==> src/rtl/vrd_pkg.sv <==
package vrd_pkg;

   // default depth of the rotation chain
   localparam int DEF_CORDIC_STAGES = 24;

   // interface field widths
   localparam int COORD_W = 32;
   localparam int ANGLE_W = 16;

   // datapath widths: Q16.16 scaled by the gain, plus guard fraction bits and headroom
   localparam int GUARD_BITS = 16;
   localparam int DATA_W     = 50;
   localparam int ZANG_W     = 34;
   localparam int ATAN_W     = 30;

   // angle reduction, 1/64 degree units
   localparam int RED_W        = 15;
   localparam int REM_W        = 13;
   localparam int FULL_TURN    = 23040;
   localparam int QUARTER_TURN = 5760;

   // gain compensation, 0.60725293 in Q30
   localparam logic [30:0] GAIN_Q30   = 31'd652032874;
   localparam int          GAIN_SHIFT = 30 - GUARD_BITS;
   localparam int          PROD_W     = 64;

   // remainder to binary angle: z = floor((r * 2^23 + 22) / 45)
   localparam int          ZFRAC_DIV   = 45;
   localparam int          ZFRAC_SHIFT = 23;
   localparam int          ZFRAC_BIAS  = 22;
   localparam int          QUOT_W      = 7;
   localparam int          RR_W        = 6;
   localparam logic [14:0] RECIP_DIV   = 15'd23302;
   localparam int          RECIP_SHIFT = 20;
   localparam int          RECIP_PW    = REM_W + 15;

   typedef logic [ZFRAC_DIV-1:0][ZFRAC_SHIFT-1:0] zfrac_lut_type;

   // fractional part of the binary angle for each remainder below the divisor
   function automatic zfrac_lut_type build_zfrac_lut();
      zfrac_lut_type lut;
      longint        v;
      for (int k = 0; k < ZFRAC_DIV; k++) begin
         v = ((longint'(k) << ZFRAC_SHIFT) + ZFRAC_BIAS) / ZFRAC_DIV;
         lut[k] = v[ZFRAC_SHIFT-1:0];
      end
      return lut;
   endfunction

   localparam zfrac_lut_type ZFRAC_LUT = build_zfrac_lut();

   // arctangent of 2^-i, full turn = 2^32
   function automatic logic [ATAN_W-1:0] atan_val(input int unsigned idx);
      logic [ATAN_W-1:0] v;
      case (idx)
         0:       v = 30'd536870912;
         1:       v = 30'd316933406;
         2:       v = 30'd167458907;
         3:       v = 30'd85004756;
         4:       v = 30'd42667331;
         5:       v = 30'd21354465;
         6:       v = 30'd10679838;
         7:       v = 30'd5340245;
         8:       v = 30'd2670163;
         9:       v = 30'd1335087;
         10:      v = 30'd667544;
         11:      v = 30'd333772;
         12:      v = 30'd166886;
         13:      v = 30'd83443;
         14:      v = 30'd41722;
         15:      v = 30'd20861;
         16:      v = 30'd10430;
         17:      v = 30'd5215;
         18:      v = 30'd2608;
         19:      v = 30'd1304;
         20:      v = 30'd652;
         21:      v = 30'd326;
         22:      v = 30'd163;
         23:      v = 30'd81;
         24:      v = 30'd41;
         25:      v = 30'd20;
         26:      v = 30'd10;
         27:      v = 30'd5;
         28:      v = 30'd3;
         29:      v = 30'd1;
         30:      v = 30'd1;
         default: v = '0;
      endcase
      return v;
   endfunction

   // one slot of the rotation chain
   typedef struct packed {
      logic                     valid;
      logic signed [DATA_W-1:0] x;
      logic signed [DATA_W-1:0] y;
      logic signed [ZANG_W-1:0] z;
   } cell_data_type;

endpackage

==> src/rtl/vrd_out.sv <==
module vrd_out
   import vrd_pkg::*;
(
   input  logic                      clock,
   input  logic                      reset,
   input  cell_data_type             last_data,
   output logic                      advance,
   output logic                      rsp_valid,
   input  logic                      rsp_stall,
   output logic signed [COORD_W-1:0] rsp_x_out,
   output logic signed [COORD_W-1:0] rsp_y_out,
   output logic                      rsp_overflow
);

   localparam logic signed [DATA_W-1:0] OUT_HALF = DATA_W'(1) << (GUARD_BITS - 1);
   localparam logic signed [COORD_W-1:0] SAT_MAX = {1'b0, {(COORD_W-1){1'b1}}};
   localparam logic signed [COORD_W-1:0] SAT_MIN = {1'b1, {(COORD_W-1){1'b0}}};

   // round off the guard bits and clamp to Q16.16, top bit flags a clamp
   function automatic logic [COORD_W:0] round_sat(input logic signed [DATA_W-1:0] v);
      logic signed [DATA_W-1:0] r;
      logic [COORD_W:0]         res;
      r = (v + OUT_HALF) >>> GUARD_BITS;
      if (r[DATA_W-1:COORD_W-1] == {(DATA_W-COORD_W+1){r[DATA_W-1]}}) begin
         res = {1'b0, r[COORD_W-1:0]};
      end else if (r[DATA_W-1]) begin
         res = {1'b1, SAT_MIN};
      end else begin
         res = {1'b1, SAT_MAX};
      end
      return res;
   endfunction

   logic [COORD_W:0] x_sat, y_sat;
   logic             new_ovf;

   assign x_sat   = round_sat(last_data.x);
   assign y_sat   = round_sat(last_data.y);
   assign new_ovf = x_sat[COORD_W] | y_sat[COORD_W];

   // output register with one skid entry behind it
   logic                      out_valid_ff, skid_valid_ff;
   logic signed [COORD_W-1:0] out_x_ff, out_y_ff, skid_x_ff, skid_y_ff;
   logic                      out_ovf_ff, skid_ovf_ff;
   logic                      take;

   assign take    = out_valid_ff & ~rsp_stall;
   assign advance = ~skid_valid_ff;

   always_ff @(posedge clock) begin
      if (reset) begin
         out_valid_ff  <= 1'b0;
         skid_valid_ff <= 1'b0;
      end else if (skid_valid_ff) begin
         if (take) begin
            skid_valid_ff <= 1'b0;
         end
      end else if (last_data.valid) begin
         if (!out_valid_ff || take) begin
            out_valid_ff <= 1'b1;
         end else begin
            skid_valid_ff <= 1'b1;
         end
      end else if (take) begin
         out_valid_ff <= 1'b0;
      end
   end

   always_ff @(posedge clock) begin
      if (skid_valid_ff) begin
         if (take) begin
            out_x_ff   <= skid_x_ff;
            out_y_ff   <= skid_y_ff;
            out_ovf_ff <= skid_ovf_ff;
         end
      end else if (last_data.valid) begin
         if (!out_valid_ff || take) begin
            out_x_ff   <= x_sat[COORD_W-1:0];
            out_y_ff   <= y_sat[COORD_W-1:0];
            out_ovf_ff <= new_ovf;
         end else begin
            skid_x_ff   <= x_sat[COORD_W-1:0];
            skid_y_ff   <= y_sat[COORD_W-1:0];
            skid_ovf_ff <= new_ovf;
         end
      end
   end

   assign rsp_valid    = out_valid_ff;
   assign rsp_x_out    = out_x_ff;
   assign rsp_y_out    = out_y_ff;
   assign rsp_overflow = out_ovf_ff;

   // skid entry only ever sits behind a full output register
   a_skid_behind_out: assert property (@(posedge clock) disable iff (reset)
      skid_valid_ff |-> out_valid_ff)
      else $error("skid entry held while output register empty");

   // skid fills only when the output was stalled
   a_skid_fill_cause: assert property (@(posedge clock) disable iff (reset)
      $rose(skid_valid_ff) |-> $past(out_valid_ff && rsp_stall))
      else $error("skid entry filled without a stalled output");

   // a flagged result carries a clamped component
   a_ovf_clamped: assert property (@(posedge clock) disable iff (reset)
      (rsp_valid && rsp_overflow) |->
         (rsp_x_out == SAT_MAX || rsp_x_out == SAT_MIN ||
          rsp_y_out == SAT_MAX || rsp_y_out == SAT_MIN))
      else $error("overflow flagged on an unclamped result");

endmodule

==> config.mk <==
export PLATFORM = sky130hd
export DESIGN_NAME = vrd_out
export DESIGN_NICKNAME = d
export VERILOG_FILES = /design/src/rtl/vrd_pkg.sv /design/src/rtl/vrd_out.sv
export SDC_FILE = /design/constraint.sdc
export NUM_CORES = 1
export LEC_CHECK = 0
export BUFFER_PORTS_ARGS = -buffer_cell sky130_fd_sc_hd__buf_2
export CAP_MARGIN = 10
export CORE_MARGIN = 3
export CORE_UTILIZATION = 48
export CTS_CLUSTER_DIAMETER = 60
export CTS_CLUSTER_SIZE = 8
export DETAILED_ROUTE_END_ITERATION = 10
export PLACE_DENSITY = 0.8
export SYNTH_ARGS = -nofsm -noshare
export SYNTH_HDL_FRONTEND = slang
export SYNTH_SLANG_ARGS = --single-unit
export TNS_END_PERCENT = 1
==> constraint.sdc <==
create_clock -name clock -period 5.9 [get_ports clock]
set_clock_uncertainty 0.1 [all_clocks]
set_input_delay 0.59 -clock clock [delete_from_list [all_inputs] [get_ports clock]]
set_output_delay 0.59 -clock clock [all_outputs]
set_load 0.05 [all_outputs]
### After elaboration in Yosys (flattened, before gate mapping)

Index checks and enable logic that the tools add are counted.

* add/subtract/negate cells: 2
* equal/unequal tests: 4
* mux-type cells: 23
* bitwise logic cells: 5
* reductions and logical operators: 8

Operator list (count)
* $mux 32: 10
* $add 50x17->50 const B: 2
* $mux 33: 2
* $mux 1: 11
* $reduce_and 3->1: 3
* $reduce_bool 2->1: 3
* $eq 2x2->1: 2
* $ne 2x1->1 const B: 2
* $not 1->1: 3
* $and 1x1->1: 1
* $logic_not 1->1: 1
* $logic_or 1x1->1: 1
* $or 1x1->1: 1

* bits in registers: 132
* input bits: 138
* output and inout port bits: 67
* logic and storage cells: 50

### Depth between registers and ports, before layout

* depth in word-level cells: 7
* mapped depth: 10
* depth with buffers taken out: 7

### Least setup slack after synthesis

No wires, ideal clock.

* path kind: register -> register
* start: register skid_valid_ff
* end: register out_ovf_ff, in the netlist rsp_overflow, enable pin
* library setup time: 0.587 ns
* arrival: 5.788 ns
* required time: 5.213 ns
* slack: -0.575 ns
* stages on the path, launching flop included: 6
* path buffers: 2
* period minus slack after synthesis: 6.475 ns
* path through: dfxtp_1 > inv_1 > clkbuf_1 > buf_1 > nand2_1 > a21boi_0

* cells in the longest elaborated chain, start to end: 2
* elaborated cells on any way between the ends: 4
* classes of those cells: eq/ne (1); reduce/logical (3)

Ends and longest elaborated chain
* from (decl): RTL line vrd_out.sv:42 `logic out_valid_ff, skid_valid_ff;`
* from (signal assigned): RTL line vrd_out.sv:53 `skid_valid_ff <= 1'b0;`
* from (signal assigned): RTL line vrd_out.sv:56 `skid_valid_ff <= 1'b0;`
* from (signal assigned): RTL line vrd_out.sv:62 `skid_valid_ff <= 1'b1;`
* $ne 2x1->1 (no line) / $reduce_bool 2->1 (equally long branches)
* $reduce_and 3->1 (no line) *
* to (signal assigned): RTL line vrd_out.sv:74 `out_ovf_ff <= skid_ovf_ff;`
* to (signal assigned): RTL line vrd_out.sv:80 `out_ovf_ff <= new_ovf;`
* to (decl): RTL line vrd_out.sv:44 `logic out_ovf_ff, skid_ovf_ff;`

Every way passes the cells marked *; elsewhere a longest branch is shown, timed or not.
A chain may end at the register's enable or synchronous reset.

### Worst setup path in the final report

* start: input last_data[99] (netlist bit)
* end: register out_x_ff[20], in the netlist rsp_x_out[20], data pin

* cells in the longest elaborated chain, start to end: 6
* elaborated cells on any way between the ends: 7
* classes of those cells: add/sub (1); eq/ne (1); mux (5)

Ends and longest elaborated chain
* from (decl): RTL line vrd_out.sv:6 `input cell_data_type last_data,`
* $add 50x17->50 *: RTL line vrd_out.sv:23 `r = (v + OUT_HALF) >>> GUARD_BITS;`
* $eq 2x2->1 / $mux 32 (equally long branches): RTL line vrd_out.sv:24, vrd_out.sv:26
* $mux 33 *: RTL line vrd_out.sv:24 `if (r[DATA_W-1:COORD_W-1] == {(DATA_W-COORD_W+1){r[DATA_W-1]}}) begin`
* $mux 32 *: RTL line vrd_out.sv:77 `if (!out_valid_ff || take) begin`
* $mux 32 *: RTL line vrd_out.sv:76 `end else if (last_data.valid) begin`
* $mux 32 *: RTL line vrd_out.sv:70 `if (skid_valid_ff) begin`
* to (signal assigned): RTL line vrd_out.sv:72 `out_x_ff <= skid_x_ff;`
* to (signal assigned): RTL line vrd_out.sv:78 `out_x_ff <= x_sat[COORD_W-1:0];`
* to (decl): RTL line vrd_out.sv:43 `logic signed [COORD_W-1:0] out_x_ff, out_y_ff, skid_x_ff, skid_y_ff;`

Every way passes the cells marked *; elsewhere a longest branch is shown, timed or not. The select of a mux whose other input is x is not followed.

==> metrics.log <==
INFO  metric run_status = finished, final reports clean
INFO  metric grt_antenna_before_repair = 0
INFO  metric cp_top_family = simple AND/OR/NAND/NOR gates
INFO  metric worstSetupPathDepth = 9
INFO  metric main_combinational_cell_family_by_area_after_synthesis = compound AO/OA/AOI/OAI gates
INFO  metric drive_gt1_share = 27.67%
INFO  metric top_level_ports = 205
INFO  metric grt_first_pass_wirelength = 27,170 um
INFO  metric ant_diodes = 0
INFO  metric holdWs = 0.2453 ns
INFO  metric final_util = 59.42%
INFO  metric drt_iter0_drc = 399
INFO  metric power_leakage = 3.130 nW
INFO  metric totalPowerFinal = 2.697 mW
INFO  metric hold_viol = 0
INFO  metric p_comb_share = 18.3%
INFO  metric cts_made_buffers = 17
INFO  metric root_buffer = sky130_fd_sc_hd__clkbuf_16
INFO  metric r2r_cells = 5
INFO  metric cts.path.max_buffers = 2
INFO  metric clk_pin_slew = 0.06 ns
INFO  metric die_area = 16,620 sq um
INFO  metric std_cell_rows = 44
INFO  metric multiInputGateArea = 3084 sq um
INFO  metric post_cts_resized = 0
INFO  metric cts_tree = done
INFO  metric whs_path_depth = 2
INFO  metric stdcell_count = 961
INFO  metric yosys.area_share.xor_xnor = 7.954%
INFO  metric postCtsSetupRepairBufs = 0
INFO  metric design.final.nets = 904
INFO  metric routed_wire_length_per_instance = 17.93 um
INFO  metric synth-compound-area-share = 17.10%
INFO  metric crit_path_max_incr_delay = 0.75 ns
INFO  metric r2r_setup_slack = 3.09 ns
INFO  metric final_weighted_congestion_in_routability_driven_placement = 0.9082
INFO  metric max_slew_margin = 20.43%
INFO  metric post_synth_adder_cell_area = 0.3451%
INFO  metric power.net_switching = 0.7744 mW
INFO  metric final_period_demand_of_the_worst_path = 3.462 ns
INFO  metric cell_internal_pwr = 1.922 mW
INFO  metric detailroute.via_count = 5,638
INFO  metric startpoint_type = primary input
INFO  metric hp-class = primary input to register
INFO  metric timing.critical_path.from = last_data[99]
INFO  metric place.port_buffers = 140
INFO  metric synth.ff_latch_count = 132
INFO  metric synth_warnings = 0
INFO  metric crit_chain = buf_2 > ha_1 > and4_1 > nand2_1 > or4_1 > xnor2_2 > o21ai_2 > buf_4 > a311oi_1
INFO  metric post_synth_and_or_nand_nor_area_fraction = 16.18%
INFO  metric ctsHtreeMaxLevel = 4
INFO  metric sw_share = 28.72%
INFO  metric dr.pass1.iters = 5
INFO  metric grt_max_degree = 66
INFO  metric ff_latch_area = 3945 sq um
INFO  metric floorplan.die.height = 128.9 um
INFO  metric seqPwrFrac = 41.9%
INFO  metric power.density_cell_area = 309.9 nW/um^2
INFO  metric critPathRequiredTime = 5.91 ns
INFO  metric drt-total-wl = 17,230 um
INFO  metric tritoncts_num_sinks = 132
INFO  metric worst-endpoint-arrival = 3.47 ns
INFO  metric fill_cell_count = 1,195
INFO  metric placed_cells = 928
INFO  metric worst_pin_slew = 1.193 ns
INFO  metric remaining_routing_drc_violations = 0
INFO  metric number_of_distinct_library_cells_after_synthesis = 62
INFO  metric fmax = 0.2888 GHz
INFO  metric yosys-mux-area-fraction = 0.4486%
INFO  metric synth_area = 7252 sq um
INFO  metric overflow = 0
INFO  metric synth_edf_count = 130
INFO  metric critical_path.reg2reg.startpoint = skid_valid_ff
INFO  metric crit_buf_inv = 2
INFO  metric initial_util = 49.52%
INFO  metric fin_tns_setup = 0 ns
INFO  metric placement.cell_area = 8069 sq um
INFO  metric end_kind = register
INFO  metric setup_viol_count_final = 0
INFO  metric grt_pass1_vias = 5,237
INFO  metric final.setup.worst_slack = 2.438 ns
INFO  metric floorplan.core_area = 14,640 sq um
INFO  metric timing.setup.critical_path_class = primary input to register
INFO  metric route.detailed.vias_per_inst = 5.867
INFO  metric synth_top_flop_cell = sky130_fd_sc_hd__edfxtp_1
INFO  metric async_flop_share = 0%
INFO  metric cts_hold_buffers = 0
INFO  metric syn2layout_area_growth = 20.00%
INFO  metric place_worst_setup_slack = 2.030 ns
INFO  metric endpoint = rsp_x_out[20]
INFO  metric final_design_area_no_fill = 8702 sq um
INFO  metric max_cap_violations = 0
INFO  metric crit-reg2reg-capture = rsp_x_out[28]
INFO  metric hpwlAfterDp = 11,580 um
INFO  metric ys_seq_area_share = 54.38%
INFO  metric rsz0062_at_grt = false
INFO  metric period_share = 58.68%
INFO  metric power.share.clock = 39.8%
INFO  metric final_antenna_net_count = 0
INFO  metric synthesis.nets = 778
INFO  metric gr-usage-all-layers = 20.78%
INFO  metric avgSynthCellArea = 11.37 sq um
INFO  metric worst_ir_drop_vdd = 0.2078 mV
INFO  metric timing.critical_path.slowest_stage_cell = sky130_fd_sc_hd__o21ai_2
INFO  metric clock_latency_reported_for_the_late_side_of_the_worst_skew_pair = 0.42 ns
INFO  metric postSynthCellCount = 638
INFO  metric crit_fanout = 24
INFO  metric die_x = 128.9 um
INFO  metric timing_max_transition_violations_final = 0
-- sequential cells by signal, summed over array words and instances (netlist names) --
| name | count |
|---|---|
| rsp_y_out | 32 |
| skid_valid_ff | 1 |
| skid_y_ff | 32 |
| skid_ovf_ff | 1 |
| rsp_valid | 1 |
| rsp_x_out | 32 |
| rsp_overflow | 1 |
| skid_x_ff | 32 |
-- layout make-up --
class | instances | share of cell area, %
clock buffer | 17 | 4.889
clock inverter | 15 | 2.070
inverter | 13 | 0.5607
multi-input combinational | 451 | 35.44
sequential | 132 | 45.33
tap | 184 | 2.646
timing repair buffer | 149 | 9.058
-- power by group through the flow --
stage	logic, mW	registers (mW)	clock network (mW)
3_5_place_dp	0.487	1.15	0
2_1_floorplan	0.192	1.32	0
3_3_place_gp	0.480	1.15	0
5_1_grt	0.527	1.14	1.13
4_1_cts	0.490	1.13	1.09
6_report	0.492	1.13	1.07
-- synth_stat cells, drive strengths merged (10+ instances only) --
cell,instances,area (sq um)
nor3,11,60.06
nand2,50,187.7
xnor2,41,366.6
clkbuf,23,86.33
xor2,24,210.2
a21oi,25,128.9
buf,19,125.1
nand4,23,150.1
and3,13,81.33
nor2,47,176.4
o21ai,37,200.2
a311oi,19,166.4
nor4,10,90.08
nand3,21,105.1
nand2b,22,137.6
o311a,21,210.2
inv,13,48.80
edfxtp,130,3904
o21ba,21,210.2
-- kinds of logic after synthesis --
logic type	count (synthesis)
mux	3
flops	132
buf+inv	55
xor+xnor	65
compound gates	160
simple gates	221
fa+ha+maj	2
-- worst reg2reg max path, stage by stage (launching register included) --
cell and delay, ns:
sky130_fd_sc_hd__dfxtp_2 0.31, sky130_fd_sc_hd__buf_4 0.47, sky130_fd_sc_hd__inv_2 0.34, sky130_fd_sc_hd__buf_4 0.40, sky130_fd_sc_hd__o211ai_1 0.56, sky130_fd_sc_hd__o311ai_1 0.30
-- layout by cell type, fill, tap and decap left out, types with 5 or more instances in the layout --
master                       count
sky130_fd_sc_hd__xor2_1         24
sky130_fd_sc_hd__o311a_1        21
sky130_fd_sc_hd__and3_1         13
sky130_fd_sc_hd__nand2b_1       22
sky130_fd_sc_hd__a21oi_1        24
sky130_fd_sc_hd__nor4_1          6
sky130_fd_sc_hd__a21o_1          6
sky130_fd_sc_hd__clkbuf_16      17
sky130_fd_sc_hd__nand4_1        22
sky130_fd_sc_hd__nand2_1        50
sky130_fd_sc_hd__o21ba_2         6
sky130_fd_sc_hd__a311oi_1       19
sky130_fd_sc_hd__o311ai_1        5
sky130_fd_sc_hd__and4_1          9
sky130_fd_sc_hd__o221a_2         6
sky130_fd_sc_hd__buf_4           8
sky130_fd_sc_hd__inv_1          12
sky130_fd_sc_hd__clkinvlp_4      6
sky130_fd_sc_hd__buf_2         140
sky130_fd_sc_hd__nand3_1        21
sky130_fd_sc_hd__o21ai_0        34
sky130_fd_sc_hd__nor3_1         10
sky130_fd_sc_hd__nor2_1         46
sky130_fd_sc_hd__o21ba_1        15
sky130_fd_sc_hd__xnor2_1        40
sky130_fd_sc_hd__edfxtp_1      130
-- per-layer routing --
metal	vias up	track usage [%]	part of all wire, %
li1	2710	-	-
met1	2702	27.99	43
met2	194	33.11	49
met3	32	4.898	5.2
met4	0	7.288	1.9
met5	-	0	0
-- worst min path at each step --
stage,from,slack [ns],to
finish,reset,0.25,skid_valid_ff
global route,reset,0.24,skid_valid_ff
CTS,reset,0.23,rsp_valid
detailed placement,skid_x_ff[29],0.43,rsp_x_out[29]
global placement,rsp_valid,0.41,rsp_valid
floorplan,skid_x_ff[0],0.41,rsp_x_out[0]
Power figures use the tool's default switching activity.
