### src/rtl/vrd_pkg.sv
package vrd_pkg;

   // default depth of the rotation chain
   localparam int DEF_CORDIC_STAGES = 24;

   // interface field widths
   localparam int COORD_W = 32;
   localparam int ANGLE_W = 16;

   // datapath widths: Q16.16 scaled by the gain, plus guard fraction bits and headroom
   localparam int GUARD_BITS = 16;
   localparam int DATA_W     = 50;
   localparam int ZANG_W     = 34;
   localparam int ATAN_W     = 30;

   // angle reduction, 1/64 degree units
   localparam int RED_W        = 15;
   localparam int REM_W        = 13;
   localparam int FULL_TURN    = 23040;
   localparam int QUARTER_TURN = 5760;

   // gain compensation, 0.60725293 in Q30
   localparam logic [30:0] GAIN_Q30   = 31'd652032874;
   localparam int          GAIN_SHIFT = 30 - GUARD_BITS;
   localparam int          PROD_W     = 64;

   // remainder to binary angle: z = floor((r * 2^23 + 22) / 45)
   localparam int          ZFRAC_DIV   = 45;
   localparam int          ZFRAC_SHIFT = 23;
   localparam int          ZFRAC_BIAS  = 22;
   localparam int          QUOT_W      = 7;
   localparam int          RR_W        = 6;
   localparam logic [14:0] RECIP_DIV   = 15'd23302;
   localparam int          RECIP_SHIFT = 20;
   localparam int          RECIP_PW    = REM_W + 15;

   typedef logic [ZFRAC_DIV-1:0][ZFRAC_SHIFT-1:0] zfrac_lut_type;

   // fractional part of the binary angle for each remainder below the divisor
   function automatic zfrac_lut_type build_zfrac_lut();
      zfrac_lut_type lut;
      longint        v;
      for (int k = 0; k < ZFRAC_DIV; k++) begin
         v = ((longint'(k) << ZFRAC_SHIFT) + ZFRAC_BIAS) / ZFRAC_DIV;
         lut[k] = v[ZFRAC_SHIFT-1:0];
      end
      return lut;
   endfunction

   localparam zfrac_lut_type ZFRAC_LUT = build_zfrac_lut();

   // arctangent of 2^-i, full turn = 2^32
   function automatic logic [ATAN_W-1:0] atan_val(input int unsigned idx);
      logic [ATAN_W-1:0] v;
      case (idx)
         0:       v = 30'd536870912;
         1:       v = 30'd316933406;
         2:       v = 30'd167458907;
         3:       v = 30'd85004756;
         4:       v = 30'd42667331;
         5:       v = 30'd21354465;
         6:       v = 30'd10679838;
         7:       v = 30'd5340245;
         8:       v = 30'd2670163;
         9:       v = 30'd1335087;
         10:      v = 30'd667544;
         11:      v = 30'd333772;
         12:      v = 30'd166886;
         13:      v = 30'd83443;
         14:      v = 30'd41722;
         15:      v = 30'd20861;
         16:      v = 30'd10430;
         17:      v = 30'd5215;
         18:      v = 30'd2608;
         19:      v = 30'd1304;
         20:      v = 30'd652;
         21:      v = 30'd326;
         22:      v = 30'd163;
         23:      v = 30'd81;
         24:      v = 30'd41;
         25:      v = 30'd20;
         26:      v = 30'd10;
         27:      v = 30'd5;
         28:      v = 30'd3;
         29:      v = 30'd1;
         30:      v = 30'd1;
         default: v = '0;
      endcase
      return v;
   endfunction

   // one slot of the rotation chain
   typedef struct packed {
      logic                     valid;
      logic signed [DATA_W-1:0] x;
      logic signed [DATA_W-1:0] y;
      logic signed [ZANG_W-1:0] z;
   } cell_data_type;

endpackage

### src/rtl/vrd_prep.sv
module vrd_prep
   import vrd_pkg::*;
(
   input  logic                      clock,
   input  logic                      reset,
   input  logic                      advance,
   input  logic                      req_valid,
   input  logic signed [COORD_W-1:0] req_x_in,
   input  logic signed [COORD_W-1:0] req_y_in,
   input  logic signed [ANGLE_W-1:0] req_angle_deg,
   output cell_data_type             prep_out
);

   typedef enum logic [1:0] {QUAD_0, QUAD_90, QUAD_180, QUAD_270} quad_type;

   localparam logic signed [ANGLE_W:0] FULL_S  = (ANGLE_W+1)'(FULL_TURN);
   localparam logic signed [ANGLE_W:0] FULL2_S = (ANGLE_W+1)'(2 * FULL_TURN);
   localparam logic [RED_W-1:0] Q1_LIM = RED_W'(QUARTER_TURN);
   localparam logic [RED_W-1:0] Q2_LIM = RED_W'(2 * QUARTER_TURN);
   localparam logic [RED_W-1:0] Q3_LIM = RED_W'(3 * QUARTER_TURN);
   localparam logic signed [PROD_W-1:0] GAIN_HALF = PROD_W'(1) << (GAIN_SHIFT - 1);

   // stage 1: negate and reduce the angle into one turn
   logic                      s1_valid_ff;
   logic signed [COORD_W-1:0] s1_x_ff, s1_y_ff;
   logic [RED_W-1:0]          s1_a_ff, s1_a_in;
   logic signed [ANGLE_W:0]   neg_ang;
   logic signed [ANGLE_W:0]   a_wide;

   assign neg_ang = -$signed({req_angle_deg[ANGLE_W-1], req_angle_deg});

   always_comb begin
      if (neg_ang < -FULL_S) begin
         a_wide = neg_ang + FULL2_S;
      end else if (neg_ang < 0) begin
         a_wide = neg_ang + FULL_S;
      end else if (neg_ang >= FULL_S) begin
         a_wide = neg_ang - FULL_S;
      end else begin
         a_wide = neg_ang;
      end
      s1_a_in = a_wide[RED_W-1:0];
   end

   // stage 2: exact quarter-turn pre-rotation and remainder
   logic                      s2_valid_ff;
   logic signed [COORD_W:0]   s2_x_ff, s2_y_ff, s2_x_in, s2_y_in;
   logic [REM_W-1:0]          s2_r_ff, s2_r_in;
   logic signed [COORD_W:0]   x_ext, y_ext;
   logic [RED_W-1:0]          r_wide;
   quad_type                  quad;

   assign x_ext = {s1_x_ff[COORD_W-1], s1_x_ff};
   assign y_ext = {s1_y_ff[COORD_W-1], s1_y_ff};

   always_comb begin
      if (s1_a_ff >= Q3_LIM) begin
         quad   = QUAD_270;
         r_wide = s1_a_ff - Q3_LIM;
      end else if (s1_a_ff >= Q2_LIM) begin
         quad   = QUAD_180;
         r_wide = s1_a_ff - Q2_LIM;
      end else if (s1_a_ff >= Q1_LIM) begin
         quad   = QUAD_90;
         r_wide = s1_a_ff - Q1_LIM;
      end else begin
         quad   = QUAD_0;
         r_wide = s1_a_ff;
      end
      s2_r_in = r_wide[REM_W-1:0];
      case (quad)
         QUAD_90: begin
            s2_x_in = -y_ext;
            s2_y_in = x_ext;
         end
         QUAD_180: begin
            s2_x_in = -x_ext;
            s2_y_in = -y_ext;
         end
         QUAD_270: begin
            s2_x_in = y_ext;
            s2_y_in = -x_ext;
         end
         default: begin
            s2_x_in = x_ext;
            s2_y_in = y_ext;
         end
      endcase
   end

   // stage 3: gain multiply and quotient of the remainder by the divisor
   logic                      s3_valid_ff;
   logic signed [PROD_W-1:0]  s3_px_ff, s3_py_ff, s3_px_in, s3_py_in;
   logic [REM_W-1:0]          s3_r_ff;
   logic [QUOT_W-1:0]         s3_qq_ff, s3_qq_in;
   logic signed [COORD_W:0]   gain_s;
   logic [RECIP_PW-1:0]       recip_prod;

   assign gain_s     = $signed({2'b00, GAIN_Q30});
   assign s3_px_in   = PROD_W'(s2_x_ff) * PROD_W'(gain_s);
   assign s3_py_in   = PROD_W'(s2_y_ff) * PROD_W'(gain_s);
   assign recip_prod = RECIP_PW'(s2_r_ff) * RECIP_PW'(RECIP_DIV);
   assign s3_qq_in   = recip_prod[RECIP_SHIFT +: QUOT_W];

   // stage 4: round the scaled components, build the binary angle
   cell_data_type            prep_ff, prep_in;
   logic signed [PROD_W-1:0] px_round, py_round;
   logic [REM_W-1:0]         qq_times, rr_full;
   logic [RR_W-1:0]          rr;

   assign px_round = (s3_px_ff + GAIN_HALF) >>> GAIN_SHIFT;
   assign py_round = (s3_py_ff + GAIN_HALF) >>> GAIN_SHIFT;
   assign qq_times = REM_W'(s3_qq_ff) * REM_W'(ZFRAC_DIV);
   assign rr_full  = s3_r_ff - qq_times;
   assign rr       = rr_full[RR_W-1:0];

   always_comb begin
      prep_in.valid = s3_valid_ff;
      prep_in.x     = px_round[DATA_W-1:0];
      prep_in.y     = py_round[DATA_W-1:0];
      prep_in.z     = $signed(ZANG_W'({s3_qq_ff, ZFRAC_LUT[rr]}));
   end

   // pipeline registers, all moving together
   always_ff @(posedge clock) begin
      if (reset) begin
         s1_valid_ff   <= 1'b0;
         s2_valid_ff   <= 1'b0;
         s3_valid_ff   <= 1'b0;
         prep_ff.valid <= 1'b0;
      end else if (advance) begin
         s1_valid_ff <= req_valid;
         s2_valid_ff <= s1_valid_ff;
         s3_valid_ff <= s2_valid_ff;
         prep_ff     <= prep_in;
      end
   end

   always_ff @(posedge clock) begin
      if (advance) begin
         s1_x_ff  <= req_x_in;
         s1_y_ff  <= req_y_in;
         s1_a_ff  <= s1_a_in;
         s2_x_ff  <= s2_x_in;
         s2_y_ff  <= s2_y_in;
         s2_r_ff  <= s2_r_in;
         s3_px_ff <= s3_px_in;
         s3_py_ff <= s3_py_in;
         s3_r_ff  <= s2_r_ff;
         s3_qq_ff <= s3_qq_in;
      end
   end

   assign prep_out = prep_ff;

endmodule

### config.mk
export PLATFORM = sky130hd
export DESIGN_NAME = vrd_prep
export DESIGN_NICKNAME = d
export VERILOG_FILES = /design/src/rtl/vrd_pkg.sv /design/src/rtl/vrd_prep.sv
export SDC_FILE = /design/constraint.sdc
export NUM_CORES = 2
export LEC_CHECK = 0
export BUFFER_PORTS_ARGS = -buffer_cell sky130_fd_sc_hd__buf_4
export CAP_MARGIN = 40
export CORE_ASPECT_RATIO = 0.7
export CORE_UTILIZATION = 25
export CTS_CLUSTER_SIZE = 10
export DETAILED_ROUTE_END_ITERATION = 6
export GPL_TIMING_DRIVEN = 0
export PLACE_DENSITY = 0.37
export SYNTH_ARGS = -nofsm -noshare
export SYNTH_HDL_FRONTEND = slang
export SYNTH_SLANG_ARGS = --single-unit
### constraint.sdc
create_clock -name clock -period 11.6 [get_ports clock]
set_input_delay 1.16 -clock clock [delete_from_list [all_inputs] [get_ports clock]]
set_output_delay 1.16 -clock clock [all_outputs]
set_load 0.1 [all_outputs]
* Word-level counts from Yosys, hierarchy flattened
Memories as Yosys holds them, arrays and structs flattened. A register that Yosys moved wholly into a read port is not among the register bits. Cells that the tools add are included.
Word-level totals: bits in read-only memories 1472, memories 1, bits in registers 431, input bits 84
Memory list:
- (no name shown) | depth 64, width 23, read ports 1, clocked after Yosys merged registers in 1, wr ports 0, line vrd_prep.sv:121 | prep_in.z = $signed(ZANG_W'({s3_qq_ff, ZFRAC_LUT[rr]}));
Operators by class: eq/ne operators 3, mux-type cells 12, multipliers 4, magnitude comparators 7, bitwise operators 1, add/sub/neg operators 12, reductions and logical operators 1
Operators by type and width (count):
- 33-bit one-hot mux with 3 select lines | 2
- 64-bit by 15-bit adder with 64-bit output (second input constant) | 2
- 33-bit by 30-bit multiplier with 63-bit output (second input constant) | 2
- 32-bit negator with 33-bit output | 2
- 15-bit 2-to-1 mux | 3
- 13-bit 2-to-1 mux | 3
- 15-bit adder (second input constant) | 2
- 13-bit by 14-bit multiplier with 26-bit output (second input constant) | 1
- 23-bit 2-to-1 mux | 1
- 17-bit by 16-bit greater-or-equal comparator with 1-bit output (second input constant) | 1
- 17-bit by 1-bit less-than comparator with 1-bit output (second input constant) | 1
- 17-bit by 16-bit less-than comparator with 1-bit output (second input constant) | 1
- 16-bit negator with 17-bit output | 1
- 15-bit by 13-bit greater-or-equal comparator with 1-bit output (second input constant) | 1
- 15-bit by 14-bit greater-or-equal comparator with 1-bit output (second input constant) | 1
- 15-bit greater-or-equal comparator (second input constant) | 1
- 15-bit subtractor (second input constant) | 1
- 13-bit by 10-bit subtractor with 13-bit output (second input constant) | 1
- 13-bit by 12-bit subtractor with 13-bit output (second input constant) | 1
- 13-bit subtractor (second input constant) | 1
- 6-bit by 7-bit less-than comparator with 1-bit output (second input constant) | 1
- 7-bit by 6-bit multiplier with 6-bit output (second input constant) | 1
- 6-bit subtractor | 1
- 2-bit equality test (second input constant) | 2
- other kinds (5) | 6

* Longest topological paths before layout
depth in word-level cells 6, gate-level depth with buffers 29, gate-level depth less buffers 28

* Least setup slack after synthesis
No wires, ideal clock.
path type register to register, from register s2_x_ff[32], to register s3_px_ff[61], data pin, path slack 3559 ps, cell stages (with the launch flop) 20, data arrival time 7778 ps, required time 11336 ps, path buffers 1, cell sequence edfxtp_1 -> clkbuf_1 -> clkinv_1 -> o21ai_0 -> fa_1 -> fa_1 -> fa_1 -> fa_1 -> inv_1 -> fa_1 -> inv_1 -> ha_1 -> a21o_1 -> a21o_1 -> a21oi_1 -> a21bo_2 -> or2_2 -> a21o_1 -> a221oi_1 -> xnor2_1
Between the ends: word-level cells in the longest chain between the ends 1
RTL lines:
- start: declaration | line vrd_prep.sv:47 | logic signed [COORD_W:0] s2_x_ff, s2_y_ff, s2_x_in, s2_y_in;
- start signal: assignment | line vrd_prep.sv:144 | s2_x_ff <= s2_x_in;
- 33-bit by 30-bit multiplier with 63-bit output | line vrd_prep.sv:100 | assign s3_px_in = PROD_W'(s2_x_ff) * PROD_W'(gain_s);
- named net s3_px_in[61] | line vrd_prep.sv:93 | logic signed [PROD_W-1:0] s3_px_ff, s3_py_ff, s3_px_in, s3_py_in;
- end signal: assignment | line vrd_prep.sv:147 | s3_px_ff <= s3_px_in;
- end: declaration | line vrd_prep.sv:93
The timed path passes the listed nets, and every way through them passes these cells. A chain may end at the register's enable or synchronous reset.

* Worst setup path after layout
from register s2_y_ff[12], to register s3_py_ff[63], data pin
Between the ends: word-level cells in the longest chain between the ends 1
RTL lines:
- start: declaration | line vrd_prep.sv:47
- start signal: assignment | line vrd_prep.sv:145 | s2_y_ff <= s2_y_in;
- 33-bit by 30-bit multiplier with 63-bit output | line vrd_prep.sv:101 | assign s3_py_in = PROD_W'(s2_y_ff) * PROD_W'(gain_s);
- named net s3_py_in[63] | line vrd_prep.sv:93
- end signal: assignment | line vrd_prep.sv:148 | s3_py_ff <= s3_py_in;
- end: declaration | line vrd_prep.sv:93
The timed path passes the listed nets, and every way through them passes these cells.

==> impl.org <==
** Setup path
- CP Launch Type :: flop
- CP Data Arrival Time :: 10,060 ps
- Walking the worst path, the cells encountered are ha_1 > clkbuf_1 > xnor2_1 > inv_1 > ha_1 > a21oi_1 > fa_1 > inv_1 > fa_1 > fa_1 > fa_1 > fa_1 > inv_1 > fa_1 > inv_1 > ha_1 > nand4_1 > nor4_1 > o211ai_1 > a31oi_1 > a31oi_1 > o311ai_1 > a21oi_1 > xnor2_1.
- CP max stage cell :: sky130_fd_sc_hd__edfxtp_1
- CP Data Required Time :: approximately 12,000 ps
- The critical path crosses 24 cells after its start point.
- The cell that appears most often on the critical path is sky130_fd_sc_hd__fa_1.
- Grouping stages by cell kind, the critical path spends the most delay in adder cells.
- In this run the worst path has a maximum fanout of 8.
- The number of buffers and inverters on the critical path is 5.
- The worst register-to-register path has a depth of 24.
- In this design, the stage delay of the slowest critical-path cell is about 830 ps.
- Kind of end point of the critical path :: flop
- The worst setup path is of the reg -> reg kind.

** Yosys
- Syn_area_per_cell :: around 10 um2
- Synthesis produced ~5,900 cells.
- Yosys reg bits :: 401
- Counting flops with an async set or reset pin after synthesis yields a share of 0%.
- The Yosys step of the flow raised 0 warnings.
- Mapped cell area :: 0.06081 mm2
- Number of distinct library cell variants in the gate-level netlist after synthesis :: just over 90
- In the synthesized netlist the dominant register cell turns out to be sky130_fd_sc_hd__edfxtp_1.
- Part of the Yosys area used for sequential elements :: 19.73%
- The synthesized design contains just under 400 enable-type register cells.

** Global routing
- Entering global routing, the biggest net connects between 100 and 150 pins.
- The total overflow left after global routing is 0.
- The first global-routing pass estimated 310.6 mm of wire.
- Initial antenna violation count :: 6
- GRT Util Overall :: ~17%
- The number of global-route vias before repair was roughly 44,000.

** Clocking
- Maximum buffer depth of the clock tree :: 3
- The H-tree was split into 2 levels.
- Post-CTS setup buffer count :: 0
- Clock slew at reported path FFs :: approximately 60 ps
- Buffers inserted during clock tree synthesis total just over 50.
- The root buffer cell chosen for the clock tree is sky130_fd_sc_hd__clkbuf_16.
- The number of gates resized after CTS was 0.
- After clock tree synthesis, the flow added hold-fix buffers numbering 0.
- Clock latency of the later-clocked register in the worst-skew pair :: ~720 ps
- CTS tree :: yes
- Counting every sink on the clock net gives around 400.

** Floorplanning
- The initial utilization of the core area, before any placement, comes to about a quarter.
- In this run the vertical extent of the chip is just over 400 um.
- The die is 591.5 um wide.
- The floorplan step defined a core boundary enclosing about 0.24 mm2.
- Row generation in the floorplan step produced approximately 150 rows.
- Floorplan die area :: 0.2453 mm2
- Pin placement for this block handled ~220 I/O pins.

** Timing
- Worst Tran Pin Value :: approximately 1000 ps
- Measured against its own limit, the worst slew margin works out to between 30% and 40%.
- For the finished layout, the period the worst path requires is between 9000 and 10,000 ps.
- The final-report hold violation count was 0.
- The max-slew violation count came to 0.
- Based on the critical path, the design can be clocked at up to approximately 100 MHz.
- Clock skew on the completed layout was measured at 56.16 ps.
- Setup repair after global routing missed its margin :: no
- Dividing the final minimum period by the clock period gives between 80 and 90%.
- Setup violation total in the final timing report :: 0

** Detailed routing
- After detailed routing, the total wire length is about 210 mm.
- The detailed router put a total of roughly 110 mm of wire on met1.
- Signal routing reaches up to met5.
- The first routing iteration left roughly 3,500 violations.
- Vias per Instance :: 4.522
- Drc violations :: 0
- For this block, the via count after detailed routing is between 40,000 and 50,000.
- WL met2 :: between 80 and 90 mm
- Summed over all nets, wire length on met3 after detailed routing comes to 14.02 mm.
- Drt wl/cell :: approximately 23 um
- The first detailed-routing pass ran for 6 iterations.
- In this run the remaining antenna-violating nets after routing total 0.

** Cells and area
- The top cell types in the final layout, fill and taps aside, are 1,486 x sky130_fd_sc_hd__inv_1, 916 x sky130_fd_sc_hd__fa_1, 891 x sky130_fd_sc_hd__ha_1, 397 x sky130_fd_sc_hd__edfxtp_1, 257 x sky130_fd_sc_hd__a21oi_1.
- Fraction of final layout cells sized beyond drive strength 1 :: just under 6%
- Relative to the synthesized area, the layout overhead comes to 12.65%.
- Most common cell after layout, fill and taps aside :: sky130_fd_sc_hd__inv_1
- Final-stage net count :: ~8,100
- Final design utilization :: approximately 28%
- Final instance area :: 0.06851 mm2

** Placement
- In this run the cell area measured after placement is 0.06695 mm2.
- At the end of routability-driven placement, the weighted congestion stood at around 0.91.
- Detailed placement finished with a half-perimeter wire length of ~180 mm.
- Port Buf Inserts :: approximately 210

** Worst hold path
- Hold crit path type :: reg -> reg
- Hold Path Stages :: 0

** Run status
- The run finished with clean final reports.

** Run
- Across the run, the number of max-cap violations was 0.
## stage by stage
step                worst slack [ps]  TNS [ps]  hold slack (ps)  instances
floorplan                       3559         0            400.3       5914
global placement               -3122   -377320            410.6       9338
detailed placement              2029         0            415.1       9371
CTS                             1987         0            431.6       9449
global route                    1484         0            451.1       9450
finish                          1986         0            434.2       9453
## final cells by class
cell class	count	area (um2)
Inverter	1488	5588
Buffer	119	499.2
Sequential cell	401	12000
Clock buffer	60	1310
Clock inverter	18	232.7
Multi-Input combinational cell	3906	42750
Timing Repair Buffer	245	2096
Tap cell	3213	4020
Antenna cell	3	7.507
Fill cell	25640	173300
## synthesized netlist by cell type, drive strengths merged (22+ instances only)
master  instances  area, um2
buf            22      133.9
nand2         229      859.6
xnor2         236       2074
clkbuf         97      365.4
nor3           90      466.7
or3            26      182.7
xor2          204       1794
nand3          64      320.3
inv          1486       5578
ha            891      11150
nor2          175      656.9
nor2b          37      231.5
a21oi         257       1286
edfxtp        397      11920
a21o          112      840.8
o21bai         23      172.7
and3           34      212.7
a211oi         24      192.7
nand4          45      281.5
fa            916      18340
o21ai         199      995.9
a221oi         29      254.0
and2           23      146.4
## state kept, by name (all words and copies together) (netlist names)
register     flops
s1_x_ff         32
s2_valid_ff      1
s3_qq_ff         7
s1_a_ff         15
s2_x_ff         33
s3_px_ff        51
s2_y_ff         33
prep_out       125
s1_y_ff         32
s3_py_ff        51
s3_r_ff          6
s2_r_ff         13
s3_valid_ff      1
s1_valid_ff      1
## layer usage
metal | vias to the layer above | global-route usage (%)
met5 | - | 0
met4 | 4 | 2.496
met3 | 142 | 2.975
met2 | 1194 | 23.40
met1 | 21750 | 28.67
li1 | 19670 | -
## cell families after synthesis
group	Yosys count	synth area share (%)
AOI/OAI and AO/OA	827	8.581
xor gates and xnor gates	440	6.362
muxes	10	0.1708
other	1	0.006166
and+or+nand+nor	818	6.656
adders and majority gates	1807	48.48
buffers and inverters	1607	10.01
DFF	401	19.73
## worst reg2reg max path: stages, from the launching register on
cell and delay (ps):
sky130_fd_sc_hd__edfxtp_1 830, sky130_fd_sc_hd__ha_1 390, sky130_fd_sc_hd__clkbuf_1 210, sky130_fd_sc_hd__xnor2_1 370
sky130_fd_sc_hd__inv_1 90, sky130_fd_sc_hd__ha_1 200, sky130_fd_sc_hd__a21oi_1 360, sky130_fd_sc_hd__fa_1 490
sky130_fd_sc_hd__inv_1 90, sky130_fd_sc_hd__fa_1 490, sky130_fd_sc_hd__fa_1 560, sky130_fd_sc_hd__fa_1 450
sky130_fd_sc_hd__fa_1 530, sky130_fd_sc_hd__inv_1 60, sky130_fd_sc_hd__fa_1 510, sky130_fd_sc_hd__inv_1 50
sky130_fd_sc_hd__ha_1 360, sky130_fd_sc_hd__nand4_1 220, sky130_fd_sc_hd__nor4_1 710, sky130_fd_sc_hd__o211ai_1 460
sky130_fd_sc_hd__a31oi_1 690, sky130_fd_sc_hd__a31oi_1 410, sky130_fd_sc_hd__o311ai_1 510, sky130_fd_sc_hd__a21oi_1 150
sky130_fd_sc_hd__xnor2_1 150
## path summary, 6_finish.rpt
path                    startpoint                     end  slack [ps]
max          s2_y_ff[12]$_DFFE_PP_  s3_py_ff[63]$_DFFE_PP_        1990
min          s3_qq_ff[6]$_DFFE_PP_  prep_out[29]$_DFFE_PP_         430
max reg2reg  s2_y_ff[12]$_DFFE_PP_  s3_py_ff[63]$_DFFE_PP_        1990
min reg2reg  s3_qq_ff[6]$_DFFE_PP_  prep_out[29]$_DFFE_PP_         430
Power is not shown: default switching activity piles up to over one toggle a cycle in this logic, so the estimate is an artifact.
